--- config.mk ---
export PLATFORM = sky130hd
export DESIGN_NAME = regex_star_dot_matcher_core
export DESIGN_NICKNAME = d
export VERILOG_FILES = /design/src/rtl/rsdm_pkg.sv /design/src/rtl/rsdm_cell.sv /design/src/rtl/regex_star_dot_matcher_core.sv
export SDC_FILE = /design/constraint.sdc
export NUM_CORES = 1
export LEC_CHECK = 0
export BUFFER_PORTS_ARGS = -buffer_cell sky130_fd_sc_hd__buf_2
export CORE_MARGIN = 8
export CORE_UTILIZATION = 45
export DETAILED_ROUTE_END_ITERATION = 10
export SLEW_MARGIN = 20
export SYNTH_ARGS = -nofsm -noshare
export SYNTH_HDL_FRONTEND = slang
export SYNTH_SLANG_ARGS = --single-unit
--- constraint.sdc ---
create_clock -name clock -period 7.2 [get_ports clock]
set_clock_uncertainty 0.1 [all_clocks]
set_input_delay 0 -clock clock [delete_from_list [all_inputs] [get_ports clock]]
set_output_delay 0 -clock clock [all_outputs]
set_load 0.005 [all_outputs]
--- src/rtl/rsdm_pkg.sv ---
// shared types and constants for the star/dot pattern matcher
`default_nettype none

package rsdm_pkg;

   // action codes of an input transfer
   localparam logic [1:0] ACT_CLEAR  = 2'd0;
   localparam logic [1:0] ACT_APPEND = 2'd1;
   localparam logic [1:0] ACT_TEXT   = 2'd2;
   localparam logic [1:0] ACT_END    = 2'd3;

   // special pattern bytes
   localparam logic [7:0] STAR_BYTE = 8'h2A;
   localparam logic [7:0] DOT_BYTE  = 8'h2E;

   // per-cell control from the sequencer
   typedef struct packed {
      logic enable;      // cell holds a stored element
      logic load_char;   // store a new element here
      logic set_repeat;  // mark this element as starred
      logic restart;     // return position set to start
      logic step;        // consume one text byte
      logic is_start;    // this cell is position zero
   } cell_ctrl_type;

endpackage

`default_nettype wire

--- src/rtl/rsdm_cell.sv ---
// one pattern element with its active-position bit
`default_nettype none

module rsdm_cell
   import rsdm_pkg::*;
(
   input  wire logic          clock,
   input  wire logic          reset,
   input  wire cell_ctrl_type ctrl,
   input  wire logic [7:0]    data_byte,
   input  wire logic          carry_in,   // closure ripple from previous cell
   input  wire logic          adv_in,     // advance from previous cell
   output logic               carry_out,
   output logic               adv_out,
   output logic               cur_out     // closed position bit
);

   logic [7:0] char_ff;
   logic       rep_ff;
   logic       act_ff;
   logic       act_in;
   logic       hit;

   // closure and byte compare
   assign cur_out   = act_ff | carry_in;
   assign hit       = ctrl.enable && cur_out &&
                      ((char_ff == DOT_BYTE) || (char_ff == data_byte));
   assign carry_out = ctrl.enable && cur_out && rep_ff;
   assign adv_out   = hit && !rep_ff;

   // next position bit
   always_comb begin
      priority if (ctrl.restart) begin
         act_in = ctrl.is_start;
      end else if (ctrl.step) begin
         act_in = (hit && rep_ff) || adv_in;
      end else begin
         act_in = act_ff;
      end
   end

   always_ff @(posedge clock) begin
      if (reset) begin
         act_ff <= ctrl.is_start;
      end else begin
         act_ff <= act_in;
      end
   end

   // element storage
   always_ff @(posedge clock) begin
      if (ctrl.load_char) begin
         char_ff <= data_byte;
         rep_ff  <= 1'b0;
      end else if (ctrl.set_repeat) begin
         rep_ff  <= 1'b1;
      end
   end

endmodule

`default_nettype wire

--- src/rtl/regex_star_dot_matcher_core.sv ---
// top level of the star/dot pattern matcher
//
// Input channel (req_): action and data_byte. Clear empties the pattern,
// append adds one pattern byte ('*' marks the previous element as
// repeatable), text feeds one text byte, end of text closes the text.
// Result channel (rsp_): one transfer for each end of text, carrying
// matched and pattern_overflow.
// Every action is taken at once, one transfer per clock while req_ready
// is high. The pattern lives in a row of MAX_ELEMENTS cells,
// each holding one element and one position bit; the closure over starred
// elements ripples through the row within the cycle, which sets the clock.
// The result is registered and shows in the cycle after the end transfer.
// Reset empties the pattern, clears the overflow flag and puts the text
// state at the start position. While a result waits and rsp_ready is low,
// req_ready is low; it rises in the cycle the result is taken.
`default_nettype none

module regex_star_dot_matcher_core
   import rsdm_pkg::*;
#(
   parameter int MAX_ELEMENTS = 32
)
(
   input  wire logic       clock,
   input  wire logic       reset,
   input  wire logic       req_valid,
   output logic            req_ready,
   input  wire logic [1:0] req_action,
   input  wire logic [7:0] req_data_byte,
   output logic            rsp_valid,
   input  wire logic       rsp_ready,
   output logic            rsp_matched,
   output logic            rsp_pattern_overflow
);

   localparam int CNT_W = $clog2(MAX_ELEMENTS + 1);

   logic [CNT_W-1:0]      count_ff, count_in;
   logic                  overflow_ff, overflow_in;
   logic                  act_last_ff, act_last_in;
   logic                  rsp_valid_ff;
   logic                  rsp_matched_ff;
   logic                  rsp_overflow_ff;

   logic                  accept;
   logic                  is_clear, is_append, is_text, is_end;
   logic                  restart, append_elem, star_mark;
   logic [MAX_ELEMENTS-1:0] carry, adv;
   logic [MAX_ELEMENTS:0]   cur_vec;
   logic [MAX_ELEMENTS:0]   beyond;
   logic                  fin;

   // handshake
   assign req_ready = !rsp_valid_ff || rsp_ready;
   assign accept    = req_valid && req_ready;

   // action decode
   assign is_clear  = accept && (req_action == ACT_CLEAR);
   assign is_append = accept && (req_action == ACT_APPEND);
   assign is_text   = accept && (req_action == ACT_TEXT);
   assign is_end    = accept && (req_action == ACT_END);
   assign restart   = is_clear || is_append || is_end;

   assign append_elem = is_append && !overflow_ff && (req_data_byte != STAR_BYTE) &&
                        (count_ff != CNT_W'(MAX_ELEMENTS));
   assign star_mark   = is_append && !overflow_ff && (req_data_byte == STAR_BYTE);

   // row of element cells
   for (genvar i = 0; i < MAX_ELEMENTS; i++) begin : g_cell
      cell_ctrl_type ctrl;
      logic          carry_in, adv_in;

      assign ctrl.enable     = count_ff > CNT_W'(i);
      assign ctrl.load_char  = append_elem && (count_ff == CNT_W'(i));
      assign ctrl.set_repeat = star_mark && (count_ff == CNT_W'(i + 1));
      assign ctrl.restart    = restart;
      assign ctrl.step       = is_text;
      assign ctrl.is_start   = (i == 0);

      if (i == 0) begin : g_first
         assign carry_in = 1'b0;
         assign adv_in   = 1'b0;
      end else begin : g_rest
         assign carry_in = carry[i-1];
         assign adv_in   = adv[i-1];
      end

      rsdm_cell u_cell (
         .clock     (clock),
         .reset     (reset),
         .ctrl      (ctrl),
         .data_byte (req_data_byte),
         .carry_in  (carry_in),
         .adv_in    (adv_in),
         .carry_out (carry[i]),
         .adv_out   (adv[i]),
         .cur_out   (cur_vec[i])
      );

      assign beyond[i] = cur_vec[i] && (CNT_W'(i) > count_ff);
   end

   // final position past the last cell
   assign cur_vec[MAX_ELEMENTS] = act_last_ff | carry[MAX_ELEMENTS-1];
   assign beyond[MAX_ELEMENTS]  = 1'b0;
   assign fin = cur_vec[count_ff];

   always_comb begin
      priority if (restart) begin
         act_last_in = 1'b0;
      end else if (is_text) begin
         act_last_in = adv[MAX_ELEMENTS-1];
      end else begin
         act_last_in = act_last_ff;
      end
   end

   // element count and overflow flag
   always_comb begin
      count_in    = count_ff;
      overflow_in = overflow_ff;
      if (is_clear) begin
         count_in    = '0;
         overflow_in = 1'b0;
      end else if (append_elem) begin
         count_in    = count_ff + CNT_W'(1);
      end else if (is_append && !overflow_ff && (req_data_byte != STAR_BYTE)) begin
         overflow_in = 1'b1;
      end
   end

   always_ff @(posedge clock) begin
      if (reset) begin
         count_ff    <= '0;
         overflow_ff <= 1'b0;
         act_last_ff <= 1'b0;
      end else begin
         count_ff    <= count_in;
         overflow_ff <= overflow_in;
         act_last_ff <= act_last_in;
      end
   end

   // result register
   always_ff @(posedge clock) begin
      if (reset) begin
         rsp_valid_ff <= 1'b0;
      end else if (is_end) begin
         rsp_valid_ff <= 1'b1;
      end else if (rsp_ready) begin
         rsp_valid_ff <= 1'b0;
      end
   end

   always_ff @(posedge clock) begin
      if (is_end) begin
         rsp_matched_ff  <= fin;
         rsp_overflow_ff <= overflow_ff;
      end
   end

   assign rsp_valid            = rsp_valid_ff;
   assign rsp_matched          = rsp_matched_ff;
   assign rsp_pattern_overflow = rsp_overflow_ff;

   // checks
   a_count_range: assert property (@(posedge clock) disable iff (reset)
      count_ff <= CNT_W'(MAX_ELEMENTS))
      else $error("element count above capacity");

   a_overflow_full: assert property (@(posedge clock) disable iff (reset)
      overflow_ff |-> (count_ff == CNT_W'(MAX_ELEMENTS)))
      else $error("overflow flag set with room left");

   a_positions_bounded: assert property (@(posedge clock) disable iff (reset)
      beyond == '0)
      else $error("active position beyond pattern end");

   a_end_result: assert property (@(posedge clock) disable iff (reset)
      is_end |=> rsp_valid_ff)
      else $error("end of text transfer gave no result");

endmodule

`default_nettype wire
; ---- Yosys cells after proc, flatten, opt, wreduce, memory -nomap -nowiden
; Index checks and enable logic that the tools add are counted.
; Widths: inputs -> output; s select.
[totals]
reg_bits = 331
input_bits = 14
wordCells = 614
[op_classes]
add_sub_neg = 1
magnitude_cmp = 33
n_eq_ne = 102
muxes = 4
bitwise_logic = 33
reduce_logical = 339
[ops]
columns = operator, count
row1 = $eq 8x6->1 const B, 33
row2 = $eq 8x8->1, 32
row3 = $logic_and 1x1->1, 233
row4 = $eq 6x5->1 const B, 16
row5 = $gt 6x5->1 const B, 16
row6 = $logic_or 1x1->1, 66
row7 = $eq 6x4->1 const B, 8
row8 = $gt 6x4->1 const B, 8
row9 = $logic_not 1->1, 34
row10 = $or 1x1->1, 32
row11 = $eq 6x3->1 const B, 4
row12 = $gt 6x3->1 const B, 4
row13 = $eq 6x2->1 const B, 2
row14 = $gt 6x1->1 const B, 2
row15 = $gt 6x2->1 const B, 2
row16 = $ne 8x6->1 const B, 1
row17 = $lt 6x7->1 const B, 1
row18 = $add 6x1->6 const B, 1
row19 = $bmux 1 s6, 1
row20 = $eq 6x1->1 const B, 1
row21 = $eq 6x6->1 const B, 1
row22 = $logic_not 6->1, 1
row23 = $ne 6x6->1 const B, 1
row24 = $eq 2x2->1 const B, 2
row25 = other kinds (7), 10

; ---- Logic depth before layout (Yosys ltp)
; Gate-level depths: netlist of the first run.
[depth]
word_depth = 99
ltp_mapped = 16

; ---- By module
; A second synthesis of the first run with hierarchy kept.
[unflattened]
cells_unflattened = 1426
area_unflattened_um2 = 16717.3
[by_module_without_submodules]
columns = mod, n_inst, cells_each, area_per_inst_um2, seq_area_each_um2
row1 = rsdm_cell, 32, 36, 466.7, 290.3
row2 = regex_star_dot_matcher_core, 1, 274, 1783.0, 240.2

; ---- Worst setup path after synthesis of the first run
; OpenSTA, ideal clock, no wires.
[synth_timing]
kind = register to register
start = reg count_ff[0]
end = reg g_cell[19].u_cell.char_ff[0], enable pin
setup_time_ps = 398
arrival_time_ps = 3073
required_time_ps = 6702
setup_slack_ps = 3629
path_stages_with_launch = 12
synth_period_minus_slack_ps = 3571
path_cell_list = dfxtp_1 -> clkbuf_1 -> inv_1 -> clkbuf_1 -> ha_1 -> buf_6 -> nand2_1 -> nor3_1 -> nor2_1 -> nand2_1 -> clkbuf_1 -> nor4_1
[synth_rtl]
columns = element, line
row1 = start: declaration, regex_star_dot_matcher_core.sv:38  ; logic [CNT_W-1:0] count_ff, count_in;
row2 = start signal: assignment, regex_star_dot_matcher_core.sv:138  ; count_ff <= count_in;
row3 = end signal: assignment, rsdm_cell.sv:53  ; char_ff <= data_byte;
row4 = end: declaration, rsdm_cell.sv:18  ; logic [7:0] char_ff;

==> flow_metrics.tcl, run 1 <==
set metrics [dict create \
    outcome "finished clean" \
    row_count 70 \
    critPathCaptureType "register" \
    synthArstFlopShare_pct 0 \
    synth_edf_count 258 \
    totalWireLength_um 43570 \
    place.gp.congestion 1.005 \
    port_buffers 17 \
    critPathKind "reg -> reg" \
    die_y_um 206.9 \
    power_density_nw_per_um2 228.0 \
    min_from "rsp_ready" \
    setup_viol 0 \
    fin_crit_sh_pct 66.22 \
    cts-buffers-inserted 37 \
    drc 0 \
    antenna_found_initial 0 \
    synth_cell_types 89 \
    post_cts.repair.setup_buffers 0 \
    cts_resized 0 \
    fin_util_pct 50.42 \
    max_freq_mhz 209.7 \
    drtIter0Drc 1071 \
    placedInstanceArea_um2 16930 \
    regToRegEndpoint "g_cell[19].u_cell.char_ff[1]" \
    die_area_um2 42820 \
    tns_ps 0 \
    start_kind "register" \
    hold_violations 0 \
    diodes 0 \
    drt_first_pass_iters 7 \
    startpoint "count_ff[0]" \
    grt.overflow.total 0 \
    netlist.area_leader.share_pct 47.23 \
    hpwl_um 28990 \
    rsz0062_at_grt "no" \
    syn_to_final_growth_pct 11.45 \
    finalCriticalPeriod_ps 4768 \
    synth_ff_type "edfxtp_1" \
    regToRegSetupSlack_ps 2430 \
    cp.arrival_ps 4830 \
    synth_largest_area_cell "edfxtp_1" \
    yosys_warnings 0 \
    cts_root_buf "clkbuf_16" \
    nNetsFinal 1489 \
    cts_hold_buffers 14 \
    cts_tree "yes" \
    r2r_cells 8 \
    grt_max_degree 41 \
    ios 18 \
    power_mw 4.168 \
    crit_required_ps 7260 \
    grt_usage_pct 20.63 \
    maxCapViolations 0 \
    p_leak_nw 5.820 \
    ys_seq_area_share_pct 56.14 \
    ys_ff_latch 331 \
    cts_buffer_depth 3 \
    grt_pass1_vias 11538 \
    ant_nets 0 \
    synth_nets 1471 \
    syn_avg_cell_area_um2 11.29 \
    core_area_um2 36260 \
    start_util_pct 45.24 \
    grt_pass1_wl_um 67850 \
    drv_slew 0 \
    whs_path_depth 5 \
    peakVddDrop_v 0.0001610 \
    synth_commonest_cells "edfxtp_1 (258), xnor2_1 (130), xor2_1 (129)" \
    relSlewSlack_pct 32.15 \
    synth.most_common_cell "edfxtp_1" \
    vias 11624 \
    clk_latency_ps 530 \
    wl_per_cell_um 22.14 \
    min_to "g_cell[31].u_cell.act_ff" \
    fp.dieW_um 206.9 \
    synth_area_leaders "edfxtp_1 (47%), dfxtp_1 (8.9%), xnor2_1 (6.9%), xor2_1 (6.9%), a21oi_1 (3.1%)" \
    htree_num_levels 2 \
    clk_pin_slew_worst_paths_ps 60 \
    hp-class "in -> reg" \
    crit_fanout 33 \
    r2r-start "count_ff[0]" \
    synthCells 1453 \
    fin_area_um2 18280 \
    syn_area_um2 16400 \
    cts_sinks 331 \
    drive_above_1_share_pct 8.400 \
    tightest_slew_ps 1014 \
    viasPerCell 5.907 \
]
[routing by layer]
layer / vias up / share of wire, % / GRT usage, % / wire length (um)
met5: - / 0 / 0 / 0
met4: 0 / 3.4 / 7.681 / 1499
met3: 93 / 6.4 / 3.808 / 2793
met2: 413 / 45 / 32.53 / 19680
met1: 5681 / 45 / 28.15 / 19600
li1: 5437 / - / - / -
[cells by family (layout without fill, tap and decap cells)]
family                   count (synthesis)  in the layout  share of synthesized area (%)
AO/OA/AOI/OAI                          308            308                          11.92
buffers and inverters                   98            145                          2.578
AND/OR/NAND/NOR                        451            451                          15.10
XOR/XNOR                               259            259                          13.83
flip-flops                             331            331                          56.14
adder cells (fa/ha/maj)                  4              4                         0.3051
multiplexers                             2              2                         0.1297
[worst max-delay path, cell delays in order, from the launching register on]
cell	delay, ps
dfxtp_1	300
buf_4	380
inv_1	380
ha_1	600
nand2_1	280
nor3_1	120
nor2_1	620
nand2_1	630
nor4_2	940
[cell usage in the layout, fill, tap and decap left out, types with 5 or more instances in the layout]
| cell | count |
|---|---|
| dlygate4sd3_1 | 14 |
| xnor2_1 | 130 |
| a21oi_1 | 99 |
| nor4_1 | 52 |
| nor4b_1 | 17 |
| nor2_1 | 118 |
| clkinv_2 | 7 |
| clkbuf_1 | 9 |
| a31oi_1 | 32 |
| edfxtp_1 | 258 |
| a221oi_1 | 11 |
| buf_2 | 9 |
| o211ai_1 | 6 |
| a21o_1 | 6 |
| and3_1 | 8 |
| buf_4 | 27 |
| nand2b_1 | 26 |
| o21bai_1 | 5 |
| nand2_1 | 60 |
| clkbuf_16 | 41 |
| inv_1 | 26 |
| nand4_1 | 56 |
| xor2_1 | 129 |
| dfxtp_1 | 73 |
| nor2b_1 | 19 |
| nor3_1 | 13 |
| or3_1 | 7 |
| nand4b_1 | 17 |
| and2_1 | 5 |
| o21ai_1 | 10 |
| o21ai_0 | 81 |
| nand3_1 | 26 |
| a211oi_1 | 6 |
| clkinv_1 | 7 |
[where the power goes]
part           internal (mW)  total (mW)  switching, mW  leakage (nW)
Combinational         0.0810       0.233          0.152          2.31
Sequential              2.07        2.09         0.0151          2.91
Clock                   1.12        1.85          0.733         0.594
Total                   3.27        4.17          0.900          5.82
[through the flow]
step | hold WS (ps) | setup WS, ps | cells
3_3_place_gp | 174.5 | 2571 | 1886
5_1_grt | 62.17 | 2231 | 1968
4_1_cts | 3.408 | 2584 | 1968
6_report | 8.613 | 2432 | 1968
3_5_place_dp | 190.0 | 2582 | 1886
2_1_floorplan | -30.93 | 3629 | 1453
[worst max path at each step]
stage                                   end  slack [ps]  depth (start not counted)
3_3_place_gp   g_cell[19].u_cell.char_ff[0]        2570                          8
3_5_place_dp   g_cell[19].u_cell.char_ff[5]        2580                          8
6_report       g_cell[19].u_cell.char_ff[1]        2430                          8
4_1_cts        g_cell[19].u_cell.char_ff[7]        2580                          8
2_1_floorplan  g_cell[19].u_cell.char_ff[0]        3630                         11
5_1_grt        g_cell[19].u_cell.char_ff[2]        2230                          8
[registers in the layout, summed over array words and instances, names as in the netlist]
name,count
overflow_ff,1
g_cell.u_cell.act_ff,32
act_last_ff,1
count_ff,6
rsp_matched,1
g_cell.u_cell.rep_ff,32
rsp_valid,1
g_cell.u_cell.char_ff,256
rsp_pattern_overflow,1
[cell type report]
cell class,count,area [um2]
inverters,27,101.3
clock buffers,51,1074
flip-flops and latches,331,9209
fillers,3223,17980
repair buffers,50,387.9
well taps,468,585.6
clock inverters,17,130.1
multi-input cells,1024,6794
Power figures use the tool's default switching activity.
==> run 2: changes to the inputs <==
==> constraint.sdc (replaced) <==
create_clock -name clock -period 4.4 [get_ports clock]
set_clock_uncertainty 0.1 [all_clocks]
set_input_delay 0 -clock clock [delete_from_list [all_inputs] [get_ports clock]]
set_output_delay 0 -clock clock [all_outputs]
set_load 0.005 [all_outputs]
==> run 2 against run 1 <==
First-iteration DRC count up 15%. Global-route usage is 0.60 points higher. Die area is the same. Critical endpoint is now rsp_matched.
==> flow_metrics.tcl, run 2 (synthesized netlist as in run 1, its figures left out) <==
set metrics [dict create \
    fin_crit_sh_pct 87.42 \
    antenna_found_initial 1 \
    setup_viol 0 \
    cts_root_buf "clkbuf_16" \
    core_area_um2 36260 \
    row_count 70 \
    internal-power_mw 5.333 \
    grt_usage_pct 21.23 \
    die_y_um 206.9 \
    cts_sinks 331 \
    relSlewSlack_pct 29.13 \
    cts_resized 0 \
    nNetsFinal 1519 \
    critPathKind "reg -> reg" \
    outcome "finished clean" \
    layout_commonest_cell "edfxtp_1" \
    syn_to_final_growth_pct 12.85 \
    pwr-share-comb_pct 5.8 \
    grt.overflow.total 0 \
    dp.cells 1918 \
    max_freq_mhz 260.0 \
    regMostFlops "g_cell.u_cell.char_ff" \
    port_buffers 17 \
    diodes 0 \
    reg.largest.list "g_cell.u_cell.char_ff: 256 flops, g_cell.u_cell.act_ff: 32 flops, g_cell.u_cell.rep_ff: 32 flops" \
    hp-class "in -> reg" \
    hold_violations 0 \
    cp_top_family "compound AO/OA/AOI/OAI gates" \
    power_density_nw_per_um2 367.5 \
    r2r_cells 10 \
    hpwl_um 30600 \
    crit_buf_inv 0 \
    start_util_pct 45.24 \
    vias 11898 \
    cts-buffers-inserted 37 \
    clockPowerShare_pct 44.0 \
    wl_per_cell_um 22.44 \
    die_area_um2 42820 \
    p_leak_nw 5.969 \
    tightest_slew_ps 1062 \
    final_cell_mix "edfxtp_1 (258), xnor2_1 (130), xor2_1 (129), nor2_1 (118), a21oi_1 (99)" \
    ant_nets 0 \
    whs_path_depth 2 \
    power.switching_mw 1.470 \
    cp.depth 10 \
    viasPerCell 5.955 \
    drv_slew 0 \
    cp.arrival_ps 4100 \
    grt_max_degree 65 \
    sequentialPowerShare_pct 50.2 \
    cts_buffer_depth 3 \
    drtIter0Drc 1229 \
    fp.dieW_um 206.9 \
    grt_pass1_wl_um 69720 \
    slowest_delay_ps 1020 \
    cts_tree "yes" \
    power_mw 6.803 \
    crit_fanout 24 \
    totalWireLength_um 44830 \
    tns_ps 0 \
    finalCriticalPeriod_ps 3847 \
    critPathCaptureType "register" \
    crit_required_ps 4660 \
    critical-path-slowest-cell "dfxtp_1" \
    place.gp.congestion 1.001 \
    drive_above_1_share_pct 10.13 \
    rsz0062_at_grt "no" \
    htree_num_levels 2 \
    drc 0 \
    start_kind "register" \
    regToRegSetupSlack_ps 550 \
    grt_pass1_vias 11641 \
    fill_cells 3192 \
    clk_pin_slew_worst_paths_ps 70 \
    clk_latency_ps 530 \
    maxCapViolations 0 \
    swShare_pct 21.61 \
    drt_first_pass_iters 8 \
    final_cells 1998 \
    peakVddDrop_v 0.0002930 \
    largest_reg_flops 256 \
    path_cells "nor2_2 > a21oi_1 > and4_4 > nand2_2 > o21a_4 > o31ai_4 > a221oi_1 > a211oi_1 > nor3_1 > o211ai_1" \
    ios 18 \
]
-- run 2: per-layer routing --
metal,GRT usage [%],routed length (um)
met1,29.51,20350
met2,33.71,20280
met3,3.230,2839
met4,7.145,1340
met5,0,13
-- run 2: worst reg2reg max path, delay by kind of cell, from the launching register on --
family,cells,cell delay (ps)
compound gates,6,1680
flops,1,1020
simple gates,4,880
-- run 2: what timing repair did --
action	in CTS	in global routing
setup buffers	0	0
endpoints found under the hold margin	129	0
hold buffers	12	0
-- run 2: cell type report --
class	instances	area, um2	share of cell area, %
timing repair buffer	80	645.6	3.488
multi-input combinational	1024	6789	36.67
inverter	27	101.3	0.5475
clock inverter	17	160.2	0.8652
sequential	331	9209	49.75
tap	468	585.6	3.163
clock buffer	51	1021	5.515
-- run 2: power by group through the flow --
stage | combinational (mW) | clock [mW] | sequential, mW
floorplan | 0.246 | 0 | 3.47
detailed placement | 0.389 | 0 | 3.48
CTS | 0.399 | 3.05 | 3.41
global placement | 0.383 | 0 | 3.48
finish | 0.396 | 2.99 | 3.42
global route | 0.433 | 3.19 | 3.42
-- run 2: per-stage QoR --
step / hold WS [ps] / util, % / area [um2] / setup WS (ps)
3_3_place_gp: 231.8 / 47.46 / 17210 / 744.2
3_5_place_dp: 217.8 / 47.46 / 17210 / 715.4
4_1_cts: 20.36 / 51.05 / 18510 / 676.2
6_report: 32.29 / 51.05 / 18510 / 553.3
2_1_floorplan: -30.93 / - / 16400 / 828.8
5_1_grt: 34.98 / 51.05 / 18510 / 371.7
-- run 2: final timing paths --
kind,startpoint,end
worst max register to register,count_ff[5],rsp_matched
worst min register to register,overflow_ff,rsp_pattern_overflow
worst max-delay path,count_ff[5],rsp_matched
worst min-delay path,req_data_byte[2],g_cell[11].u_cell.char_ff[2]
==> run 3: changes to the inputs <==
==> constraint.sdc (replaced) <==
create_clock -name clock -period 4 [get_ports clock]
set_clock_uncertainty 0.1 [all_clocks]
set_input_delay 0 -clock clock [delete_from_list [all_inputs] [get_ports clock]]
set_output_delay 0 -clock clock [all_outputs]
set_load 0.005 [all_outputs]
==> run 3 against run 2 <==
Global-route usage is 0.18 points higher. Clock-buffer cell count fell by 6. Critical path type unchanged. Largest power group unchanged. Wire length down 0.18%. Worst hold slack better by 23 ps. Largest cell class unchanged. Sequential power rose by 9.9%.
==> flow_metrics.tcl, run 3 (synthesized netlist as in run 1, its figures left out) <==
set metrics [dict create \
    cts-buffers-inserted 37 \
    peakVddDrop_v 0.0003117 \
    setup_viol 0 \
    crit_fanout 22 \
    totalWireLength_um 44750 \
    max_freq_mhz 270.3 \
    whs_path_depth 5 \
    largest_reg_flops 256 \
    dp.cells 1936 \
    cts_tree "yes" \
    drv_slew 0 \
    regArea_um2 9209 \
    tightest_slew_ps 944.5 \
    fp.dieW_um 206.9 \
    r2r_cells 9 \
    r2r-start "count_ff[2]" \
    finalCriticalPeriod_ps 3699 \
    drive_above_1_share_pct 11.48 \
    cts_sinks 331 \
    pre_cts_ws_ps 426.6 \
    sequentialPowerShare_pct 49.1 \
    critPathCaptureType "register" \
    cts_buffer_depth 3 \
    die_area_um2 42820 \
    clk_latency_ps 530 \
    met2_length_um 20080 \
    drt_first_pass_iters 6 \
    hold_violations 0 \
    p_leak_nw 6.087 \
    final_cells 2018 \
    grt_max_degree 65 \
    row_count 70 \
    crit_required_ps 4130 \
    swShare_pct 21.65 \
    cts_hold_buffers 14 \
    post_cts.repair.setup_buffers 0 \
    antenna_found_initial 0 \
    met1_length_um 20180 \
    outcome "finished clean" \
    start_kind "register" \
    final_cell_mix "edfxtp_1 (258), xnor2_1 (130), xor2_1 (129), nor2_1 (118), a21oi_1 (99)" \
    rsz0062_at_grt "no" \
    pwr-share-comb_pct 5.7 \
    grt_pass1_wl_um 69920 \
    relSlewSlack_pct 36.89 \
    clk_pin_slew_worst_paths_ps 60 \
    cts_root_buf "clkbuf_16" \
    regToRegEndpoint "g_cell[6].u_cell.char_ff[7]" \
    fin_ws_ps 300.9 \
    syn_to_final_growth_pct 14.05 \
    internal-power_mw 5.987 \
    ant_nets 0 \
    dr_wl_met3_um 2928 \
    maxCapViolations 0 \
    power_density_nw_per_um2 408.5 \
    grt_pass1_vias 11882 \
    fin_crit_sh_pct 92.48 \
    place.gp.congestion 1.034 \
    start_util_pct 45.24 \
    tns_ps 0 \
    layout_commonest_cell "edfxtp_1" \
    regMostFlops "g_cell.u_cell.char_ff" \
    ios 18 \
    cp.arrival_ps 3830 \
    fill_cells 3248 \
    nNetsFinal 1539 \
    critPathKind "reg -> reg" \
    top_layer "met4" \
    regToRegSetupSlack_ps 300 \
    htree_num_levels 2 \
    port_buffers 17 \
    cts_resized 0 \
    viasPerCell 5.846 \
    hp-class "in -> reg" \
    core_area_um2 36260 \
    min_from "rsp_ready" \
    multi_input_area_um2 6795 \
    wl_per_cell_um 22.17 \
    drc 0 \
    die_y_um 206.9 \
    grt.overflow.total 0 \
    diodes 0 \
    fin_util_pct 51.59 \
    power.switching_mw 1.654 \
    reg.largest.list "g_cell.u_cell.char_ff: 256 flops, g_cell.u_cell.act_ff: 32 flops, g_cell.u_cell.rep_ff: 32 flops" \
    grt_usage_pct 21.41 \
    vias 11797 \
    hpwl_um 30950 \
    clockPowerShare_pct 45.1 \
    drtIter0Drc 915 \
    min_to "g_cell[0].u_cell.act_ff" \
]
==> run 3: changes by cell type in the layout (fill, tap and decap cells not counted) <==
cell and delta:
dlygate4sd3_1 +2, bufinv_16 +2, buf_12 -2, buf_4 +20, nor4b_1 -1, clkinvlp_4 +2, clkbuf_1 -6, clkinv_1 +2
nor4b_2 +1
==> run 3: power groups by stage <==
stage	logic (mW)	registers [mW]	clock network [mW]
floorplan	0.271	3.82	0
global placement	0.424	3.83	0
detailed placement	0.428	3.83	0
CTS	0.441	3.75	3.52
global route	0.480	3.76	3.65
finish	0.438	3.76	3.45
==> run 3: worst max-delay path: stages (launching register included) <==
cell and delay, ps:
dfxtp_1 940, buf_4 330, nor2_1 110, nand2_1 160, nor3_1 140, nor2_1 440
buf_4 230, nand4_1 300, nor3_1 380, buf_4 260
==> run 3: through the flow <==
step	hold slack (ps)	power [mW]	cell area [um2]
after floorplan	-30.93	4.090	16400
after global placement	196.1	4.252	17330
after detailed placement	189.2	4.255	17330
after CTS	45.69	7.718	18710
after global routing	105.7	7.884	18710
final	55.57	7.641	18710
==> run 3: worst max path at each step <==
stage / start / end / slack [ps] / cells past startpoint
2_1_floorplan: count_ff[0] / g_cell[19].u_cell.char_ff[0] / 430 / 11
3_3_place_gp: count_ff[2] / rsp_matched / 410 / 11
3_5_place_dp: count_ff[4] / rsp_matched / 430 / 10
4_1_cts: count_ff[4] / rsp_matched / 390 / 10
5_1_grt: count_ff[1] / rsp_matched / 90 / 13
6_report: count_ff[2] / g_cell[6].u_cell.char_ff[7] / 300 / 9
==> run 3: cell type report <==
class | instances | share of cell area, %
clock inverters | 23 | 1.297
repair buffers | 100 | 4.147
clock buffers | 45 | 5.337
well taps | 468 | 3.130
flip-flops and latches | 331 | 49.22
multi-input cells | 1024 | 36.32
inverters | 27 | 0.5417
==> run 3: layer usage <==
layer  up-vias  global-route usage, %
li1       5542                      -
met1      5780                  28.96
met2       378                  33.48
met3        97                  4.728
met4         0                  7.987
met5         -                      0
